==> config.mk <==
export PLATFORM = sky130hd
export DESIGN_NAME = preemptive_priority_scheduler
export DESIGN_NICKNAME = d
export VERILOG_FILES = /design/src/design/pps_pkg.sv /design/src/design/pps_datapath.sv /design/src/design/pps_control.sv /design/src/design/preemptive_priority_scheduler.sv
export SDC_FILE = /design/constraint.sdc
export NUM_CORES = 2
export LEC_CHECK = 0
export BUFFER_PORTS_ARGS = -buffer_cell sky130_fd_sc_hd__buf_2
export CORE_MARGIN = 2
export CORE_UTILIZATION = 50
export DETAILED_ROUTE_END_ITERATION = 7
export PLACE_DENSITY = 0.66
export SYNTH_ARGS = -nofsm -noshare
export SYNTH_HDL_FRONTEND = slang
export SYNTH_HIERARCHICAL = 1
export SYNTH_SLANG_ARGS = --single-unit
==> constraint.sdc <==
create_clock -name clk -period 9.4 [get_ports clk]
set_input_delay 0.94 -clock clk [delete_from_list [all_inputs] [get_ports clk]]
set_output_delay 0.94 -clock clk [all_outputs]
set_load 0.01 [all_outputs]
==> src/design/pps_pkg.sv <==
// ----------------------------------------------------------------------------
// Scheduler package
// Shared constants, controller states and the command/status structs that join
// the scheduler controller to its datapath.
// ----------------------------------------------------------------------------
package pps_pkg;

  localparam int MaxProcs  = 16;
  localparam int SlotW     = $clog2(MaxProcs);
  localparam int CountW    = $clog2(MaxProcs + 1);

  localparam logic [1:0] StatusOk    = 2'd0;
  localparam logic [1:0] StatusFull  = 2'd1;
  localparam logic [1:0] StatusLate  = 2'd2;

  localparam logic       OpLoad = 1'b0;
  localparam logic       OpTick = 1'b1;

  localparam logic [0:0] RegSwitchCost = 1'b0;

  typedef enum logic [2:0] {
    StIdle,
    StScan,
    StDispatch,
    StRun,
    StPreempt,
    StOut
  } state_t;

  // Commands from the controller to the datapath.
  typedef struct packed {
    logic load;        // accept a load word
    logic tick_begin;  // latch start of tick
    logic scan_clear;  // reset scan pointer and found flag
    logic scan_step;   // examine one slot
    logic dispatch;    // dispatch best
    logic run;         // run current for one tick
    logic preempt;     // preempt current with best
    logic idle_tick;   // advance time without running
  } cmd_t;

  // Status from the datapath to the controller.
  typedef struct packed {
    logic ticking;
    logic cur_valid;
    logic scan_done;
    logic found;
    logic better;      // best prio strictly above current
    logic run_fin;     // current completes at this tick
  } stat_t;

endpackage

==> src/design/pps_datapath.sv <==
// ----------------------------------------------------------------------------
// Scheduler datapath
// Process table, time counter, serial best-ready scan and result register.
// ----------------------------------------------------------------------------
module pps_datapath (
  input  logic                    clk,
  input  logic                    rst,
  input  pps_pkg::cmd_t           cmd,
  output pps_pkg::stat_t          stat,
  input  logic [7:0]              switch_cost,
  input  logic [7:0]              proc_id,
  input  logic [15:0]             arrival,
  input  logic [15:0]             burst,
  input  logic [7:0]              prio,
  input  logic                    skip_cur,
  output logic [1:0]              res_status,
  output logic                    res_running_valid,
  output logic [7:0]              res_running_id,
  output logic                    res_finished,
  output logic [7:0]              res_finished_id,
  output logic [15:0]             res_turnaround,
  output logic [15:0]             res_waiting,
  output logic [15:0]             res_response
);

  logic [7:0]  e_id      [pps_pkg::MaxProcs];
  logic [15:0] e_arr     [pps_pkg::MaxProcs];
  logic [15:0] e_rem     [pps_pkg::MaxProcs];
  logic [7:0]  e_prio    [pps_pkg::MaxProcs];
  logic [15:0] e_stop    [pps_pkg::MaxProcs];
  logic [15:0] e_wait    [pps_pkg::MaxProcs];
  logic [15:0] e_resp    [pps_pkg::MaxProcs];
  logic [15:0] e_charge  [pps_pkg::MaxProcs];
  logic [pps_pkg::MaxProcs-1:0] e_started, e_stopped, e_done;

  logic [pps_pkg::CountW-1:0] count;
  logic [pps_pkg::CountW-1:0] ptr;
  logic [pps_pkg::SlotW-1:0]  cur, best;
  logic                       cur_valid, found, ticking;
  logic [15:0]                now;

  logic [pps_pkg::SlotW-1:0]  pslot;
  logic                       cand;
  logic [15:0]                rem_dec, now_inc, d_arr, d_stop;

  function automatic logic [15:0] sat_add(input logic [15:0] a, input logic [15:0] b);
    logic [16:0] s;
    s = {1'b0, a} + {1'b0, b};
    return s[16] ? 16'hFFFF : s[15:0];
  endfunction

  assign pslot   = ptr[pps_pkg::SlotW-1:0];
  assign cand    = !e_done[pslot] && (e_arr[pslot] <= now)
                   && !(skip_cur && pslot == cur);
  assign rem_dec = (e_rem[cur] != 16'd0) ? e_rem[cur] - 16'd1 : 16'd0;
  assign now_inc = (now != 16'hFFFF) ? now + 16'd1 : now;
  assign d_arr   = now - e_arr[best];
  assign d_stop  = now - e_stop[best];

  assign stat.ticking   = ticking;
  assign stat.cur_valid = cur_valid;
  assign stat.scan_done = (ptr >= count);
  assign stat.found     = found;
  assign stat.better    = found && (e_prio[best] > e_prio[cur]);
  assign stat.run_fin   = (rem_dec == 16'd0);

  always_ff @(posedge clk) begin
    if (rst) begin
      count     <= '0;
      cur_valid <= 1'b0;
      now       <= '0;
      ticking   <= 1'b0;
      e_started <= '0;
      e_stopped <= '0;
      e_done    <= '0;
      found     <= 1'b0;
      ptr       <= '0;
    end else begin
      if (cmd.load) begin
        res_running_valid <= 1'b0;
        res_running_id    <= '0;
        res_finished      <= 1'b0;
        res_finished_id   <= '0;
        res_turnaround    <= '0;
        res_waiting       <= '0;
        res_response      <= '0;
        if (ticking) begin
          res_status <= pps_pkg::StatusLate;
        end else if (count >= pps_pkg::CountW'(pps_pkg::MaxProcs)) begin
          res_status <= pps_pkg::StatusFull;
        end else begin
          res_status                   <= pps_pkg::StatusOk;
          e_id[count[pps_pkg::SlotW-1:0]]     <= proc_id;
          e_arr[count[pps_pkg::SlotW-1:0]]    <= arrival;
          e_rem[count[pps_pkg::SlotW-1:0]]    <= (burst == 16'd0) ? 16'd1 : burst;
          e_prio[count[pps_pkg::SlotW-1:0]]   <= prio;
          e_stop[count[pps_pkg::SlotW-1:0]]   <= '0;
          e_wait[count[pps_pkg::SlotW-1:0]]   <= '0;
          e_resp[count[pps_pkg::SlotW-1:0]]   <= '0;
          e_charge[count[pps_pkg::SlotW-1:0]] <= '0;
          e_started[count[pps_pkg::SlotW-1:0]] <= 1'b0;
          e_stopped[count[pps_pkg::SlotW-1:0]] <= 1'b0;
          e_done[count[pps_pkg::SlotW-1:0]]    <= 1'b0;
          count <= count + 1'b1;
        end
      end
      if (cmd.tick_begin) begin
        ticking           <= 1'b1;
        res_status        <= pps_pkg::StatusOk;
        res_running_valid <= 1'b0;
        res_running_id    <= '0;
        res_finished      <= 1'b0;
        res_finished_id   <= '0;
        res_turnaround    <= '0;
        res_waiting       <= '0;
        res_response      <= '0;
      end
      if (cmd.scan_clear) begin
        ptr   <= '0;
        found <= 1'b0;
      end
      if (cmd.scan_step) begin
        // Strictly greater keeps the lowest slot on a tie.
        if (cand && (!found || e_prio[pslot] > e_prio[best])) begin
          best  <= pslot;
          found <= 1'b1;
        end
        ptr <= ptr + 1'b1;
      end
      if (cmd.dispatch || cmd.preempt) begin
        if (e_stopped[best]) begin
          e_wait[best] <= sat_add(e_wait[best], d_stop);
        end else if (!e_started[best]) begin
          e_resp[best] <= d_arr;
          e_wait[best] <= sat_add(e_wait[best], d_arr);
        end
        e_started[best] <= 1'b1;
        cur             <= best;
        cur_valid       <= 1'b1;
      end
      if (cmd.preempt) begin
        e_charge[cur]  <= sat_add(e_charge[cur], {8'd0, switch_cost});
        e_stop[cur]    <= now;
        e_stopped[cur] <= 1'b1;
      end
      if (cmd.idle_tick) begin
        now <= now_inc;
      end
      if (cmd.run) begin
        res_running_valid <= 1'b1;
        res_running_id    <= e_id[cur];
        e_rem[cur]        <= rem_dec;
        now               <= now_inc;
        if (rem_dec == 16'd0) begin
          e_done[cur]     <= 1'b1;
          cur_valid       <= 1'b0;
          res_finished    <= 1'b1;
          res_finished_id <= e_id[cur];
          res_turnaround  <= sat_add(now_inc - e_arr[cur], e_charge[cur]);
          res_waiting     <= sat_add(e_wait[cur], e_charge[cur]);
          res_response    <= e_resp[cur];
        end
      end
    end
  end

endmodule

==> src/design/pps_control.sv <==
// ----------------------------------------------------------------------------
// Scheduler controller
// Sequences load, scan, dispatch, run and preempt steps for each word.
// ----------------------------------------------------------------------------
module pps_control (
  input  logic           clk,
  input  logic           rst,
  input  logic           in_valid,
  output logic           in_ready,
  input  logic           op,
  output logic           out_valid,
  input  logic           out_ready,
  input  pps_pkg::stat_t stat,
  output pps_pkg::cmd_t  cmd,
  output logic           skip_cur
);

  pps_pkg::state_t state, state_next;
  logic            accept;

  assign accept = in_valid && in_ready;

  always_ff @(posedge clk) begin
    if (rst) begin
      state <= pps_pkg::StIdle;
    end else begin
      state <= state_next;
    end
  end

  always_comb begin
    state_next = state;
    case (state)
      pps_pkg::StIdle: begin
        if (accept) begin
          if (op == pps_pkg::OpLoad) state_next = pps_pkg::StOut;
          else if (stat.cur_valid)   state_next = pps_pkg::StRun;
          else                       state_next = pps_pkg::StScan;
        end
      end
      pps_pkg::StScan: begin
        if (stat.scan_done) state_next = pps_pkg::StDispatch;
      end
      pps_pkg::StDispatch: begin
        state_next = stat.found ? pps_pkg::StRun : pps_pkg::StOut;
      end
      pps_pkg::StRun: begin
        state_next = stat.run_fin ? pps_pkg::StOut : pps_pkg::StPreempt;
      end
      pps_pkg::StPreempt: begin
        if (stat.scan_done) state_next = pps_pkg::StOut;
      end
      pps_pkg::StOut: begin
        if (out_ready) state_next = pps_pkg::StIdle;
      end
      default: state_next = pps_pkg::StIdle;
    endcase
  end

  always_comb begin
    cmd       = '0;
    in_ready  = 1'b0;
    out_valid = 1'b0;
    skip_cur  = 1'b0;
    case (state)
      pps_pkg::StIdle: begin
        in_ready = 1'b1;
        if (accept) begin
          cmd.load       = (op == pps_pkg::OpLoad);
          cmd.tick_begin = (op == pps_pkg::OpTick);
          cmd.scan_clear = (op == pps_pkg::OpTick);
        end
      end
      pps_pkg::StScan: begin
        cmd.scan_step = !stat.scan_done;
      end
      pps_pkg::StDispatch: begin
        cmd.dispatch  = stat.found;
        cmd.idle_tick = !stat.found;
      end
      pps_pkg::StRun: begin
        cmd.run        = 1'b1;
        cmd.scan_clear = 1'b1;
      end
      pps_pkg::StPreempt: begin
        // Scan excludes the current slot, then swap in a strictly better one.
        skip_cur      = 1'b1;
        cmd.scan_step = !stat.scan_done;
        cmd.preempt   = stat.scan_done && stat.better;
      end
      pps_pkg::StOut: begin
        out_valid = 1'b1;
      end
      default: begin
        cmd = '0;
      end
    endcase
  end

endmodule

==> src/design/preemptive_priority_scheduler.sv <==
// ----------------------------------------------------------------------------
// Preemptive priority scheduler
// Loads a process table and, per tick word, runs the best ready process.
// ----------------------------------------------------------------------------
//   Channel  Handshake           Contents
//   in       in_valid/in_ready   op, proc_id, arrival, burst, prio
//   out      out_valid/out_ready status, running and completion fields
//   cfg      APB write/read      switch_cost at address 0
//
// A load word needs no scan. A tick that must first pick a process runs the serial
// one-slot-a-cycle scans over the N loaded entries for both dispatch and preemption;
// a tick that keeps the running process runs only the preemption scan.
// One word is in flight at a time; the result is held until out_ready.
// Reset is synchronous and clears time, the table count and all flags.
module preemptive_priority_scheduler (
  input  logic        clk,
  input  logic        rst,
  input  logic        psel,
  input  logic        penable,
  input  logic        pwrite,
  input  logic [0:0]  paddr,
  input  logic [31:0] pwdata,
  output logic [31:0] prdata,
  output logic        pready,
  input  logic        in_valid,
  output logic        in_ready,
  input  logic        op,
  input  logic [7:0]  proc_id,
  input  logic [15:0] arrival,
  input  logic [15:0] burst,
  input  logic [7:0]  prio,
  output logic        out_valid,
  input  logic        out_ready,
  output logic [1:0]  status,
  output logic        running_valid,
  output logic [7:0]  running_id,
  output logic        finished,
  output logic [7:0]  finished_id,
  output logic [15:0] turnaround,
  output logic [15:0] waiting,
  output logic [15:0] response
);

  logic [7:0]     switch_cost;
  pps_pkg::cmd_t  cmd;
  pps_pkg::stat_t stat;
  logic           skip_cur;

  assign pready = 1'b1;
  assign prdata = (paddr == pps_pkg::RegSwitchCost) ? {24'd0, switch_cost} : 32'd0;

  always_ff @(posedge clk) begin
    if (rst) begin
      switch_cost <= '0;
    end else if (psel && penable && pwrite && paddr == pps_pkg::RegSwitchCost) begin
      switch_cost <= pwdata[7:0];
    end
  end

  pps_control u_ctrl (
    .clk(clk), .rst(rst), .in_valid(in_valid), .in_ready(in_ready), .op(op),
    .out_valid(out_valid), .out_ready(out_ready), .stat(stat), .cmd(cmd),
    .skip_cur(skip_cur)
  );

  pps_datapath u_dp (
    .clk(clk), .rst(rst), .cmd(cmd), .stat(stat), .switch_cost(switch_cost),
    .proc_id(proc_id), .arrival(arrival), .burst(burst), .prio(prio),
    .skip_cur(skip_cur), .res_status(status), .res_running_valid(running_valid),
    .res_running_id(running_id), .res_finished(finished),
    .res_finished_id(finished_id), .res_turnaround(turnaround),
    .res_waiting(waiting), .res_response(response)
  );

endmodule

==> results.sh <==
export IMPL_cts_tree="done"
export IMPL_clkLatencyLatePin_ps=900
export IMPL_crit_slowest_cell="o22ai_1"
export IMPL_syn_to_final_growth_pct=10.6
export IMPL_clock_skew_final_ps=90.4
export IMPL_period_share_pct=85.5
export IMPL_crit_arrival_ps=8610
export IMPL_rsz0062_at_grt="false"
export IMPL_grt_overflow_total=0
export IMPL_final_max_slew_viol_count=0
export IMPL_die_y_um=446
export IMPL_fmax_mhz=124
export IMPL_routed_via_density=6.49
export IMPL_layout_drive_gt1_share_pct=24.0
export IMPL_wire_per_inst_um=30.3
export IMPL_r2r_cells=24
export IMPL_path_max_fanout=46
export IMPL_die_x_um=446
export IMPL_min_path_type="in -> reg"
export IMPL_place_congestion=0.946
export IMPL_avgSynthCellArea_um2=14.4
export IMPL_critPathCaptureType="flop"
export IMPL_clkSlewWorstSetupHoldPaths_ps=60
export IMPL_post_cts_setup_buffers=0
export IMPL_synthCells=6765
export IMPL_route_detailed_drc=0
export IMPL_fin_crit_ps=8040
export IMPL_initial_core_util_pct=50.2
export IMPL_grt_pass1_wl_um=417000
export IMPL_status="finished, final reports clean"
export IMPL_first_global_vias=60865
export IMPL_p_leak_nw=37.2
export IMPL_cts_resized=0
export IMPL_hold_depth=3
export IMPL_cts_max_level=4
export IMPL_hold_viol_final=0
export IMPL_post_route_util_pct=55.5
export IMPL_drt_iter0_drc=7569
export IMPL_dp_hpwl_um=175000
export IMPL_cp_start_kind="flop"
export IMPL_setup_violations_final=0
export IMPL_numCtsBuffers=207
export IMPL_dp_slack_ps=1580
export IMPL_port_buffers=142
export IMPL_final_cells=9519
export IMPL_yosysWarningCount=6
export IMPL_antenna_found_initial=15
export IMPL_max_cap_viol_count=0
export IMPL_ir_worst_vdd_mv=0.193
export IMPL_tns_ps=0
export IMPL_worst_slack_ps=1360
export IMPL_holdPathEnd="switch_cost[1]"
export IMPL_reg2reg_to="u_dp/e_wait[0][3]"
export IMPL_cp_cell_sequence="buf_12, mux4_2, mux4_2, inv_1, ha_1, o21ai_0, a21oi_1, o21ai_0, a21boi_0, o21ai_0, a21o_1, nand2b_1, xnor2_2, buf_4, inv_1, ha_1, or3_1, nor3_1, o21a_1, nor3_1, o311ai_0, nand2_1, o22ai_1, nor2_1"
export IMPL_synth_area_um2=97700
export IMPL_cp_num_buf_inv=4
export IMPL_max_stage_delay_ps=1120
export IMPL_coreArea_um2=195000
export IMPL_rows=162
export IMPL_relSlewSlack_pct=13.8
export IMPL_critPathRequiredTime_ps=9970
export IMPL_dp_cells=9136
export IMPL_holdCritStartpoint="pwdata[1]"
export IMPL_num_nets_final=7061
export IMPL_worst_setup_path_type="reg -> reg"
export IMPL_reg2reg_slack_ps=1360
export IMPL_power_per_cell_area_nw_per_um2=183
export IMPL_clock_sinks=1968
export IMPL_crit_path_frequent_cell="o21ai_0"
export IMPL_wl_um=288000
export IMPL_holdWs_ps=305
export IMPL_dieArea_um2=199000
export IMPL_cts_hold_buf=0
export IMPL_cts_buffer_depth=3
export IMPL_ios=192
export IMPL_cp_top_family="compound AO/OA/AOI/OAI gates"
export IMPL_cts_root_buf="clkbuf_16"
export IMPL_tightest_slew_ps=1290
export IMPL_drtPass1Iterations=7
export IMPL_vias=61743
export IMPL_grt_max_degree=98
export IMPL_ant_nets=0
export IMPL_grt_usage_pct=29.1
==> cell type report <==
class | instances | area, um^2
fillers | 15375 | 86500
clock buffers | 258 | 5440
multi-input cells | 4093 | 36900
repair buffers | 356 | 2420
inverters | 177 | 666
flip-flops and latches | 1968 | 58100
diodes | 7 | 17.5
well taps | 2542 | 3180
clock inverters | 118 | 1340
==> worst max path at each step <==
stage | start | end | cells past startpoint
floorplan | flop | u_dp/e_wait[0][14] | 30
global placement | flop | u_dp/e_wait[0][3] | 24
detailed placement | flop | u_dp/e_wait[0][3] | 24
CTS | flop | u_dp/e_wait[0][3] | 24
global route | flop | u_dp/e_wait[10][1] | 22
finish | flop | u_dp/e_wait[0][3] | 24
==> through the flow <==
| step | cell area [um^2] | power [mW] |
|---|---|---|
| after floorplan | 97800 | 11.1 |
| after global placement | 101000 | 11.7 |
| after detailed placement | 101000 | 11.8 |
| after CTS | 108000 | 19.8 |
| after global routing | 108000 | 20.4 |
| final | 108000 | 19.8 |
==> routing by layer <==
| layer | share of wire (%) | up-vias | track usage, % |
|---|---|---|---|
| met1 | 37 | 31525 | 39.1 |
| met3 | 12 | 645 | 7.16 |
| met5 | 0.030 | - | 0 |
| met2 | 47 | 3703 | 45.5 |
| li1 | - | 25856 | - |
| met4 | 4.6 | 14 | 12.3 |
==> worst register-to-register path, cell delays in order (launching register included) <==
cell      delay, ps
dfxtp_4         850
buf_12          480
mux4_2          640
mux4_2          530
inv_1            90
ha_1            240
o21ai_0         120
a21oi_1         120
o21ai_0         220
a21boi_0        110
o21ai_0         250
a21o_1          210
nand2b_1        110
xnor2_2         170
buf_4           320
inv_1           110
ha_1            210
or3_1           390
nor3_1          160
o21a_1          170
nor3_1           90
o311ai_0        420
nand2_1         470
o22ai_1        1130
nor2_1          120
==> registers in the layout, indices dropped and copies added (netlist names), 128 cells and up, named ones only <==
name and cells:
u_dp/e_stop 256, u_dp/e_wait 256, u_dp/e_resp 256, u_dp/e_charge 256
u_dp/e_prio 128, u_dp/e_arr 256, u_dp/e_id 128, u_dp/e_rem 256
==> layout by cell type, fill, tap and decap left out, types with 32 or more instances in the layout <==
master / instances
edfxtp_1: 1868
nor2_1: 1240
mux4_2: 878
nand2_1: 554
o21ai_0: 293
clkbuf_16: 208
buf_4: 207
ha_1: 161
inv_1: 145
buf_2: 141
a21oi_1: 127
dfxtp_1: 88
xnor2_1: 83
nor3_1: 75
nand3_1: 61
clkinv_1: 56
nand2b_1: 44
clkbuf_1: 41
clkinv_2: 32
xor2_1: 32
nand2_2: 32
==> where the power goes <==
group	leakage (nW)	internal (mW)	total [mW]	switching (mW)
clock network	3.29	4.62	8.16	3.54
registers	17.9	9.67	9.77	0.104
logic	16.0	0.659	1.84	1.18
total	37.2	15.0	19.8	4.82
Power figures use the tool's default switching activity.
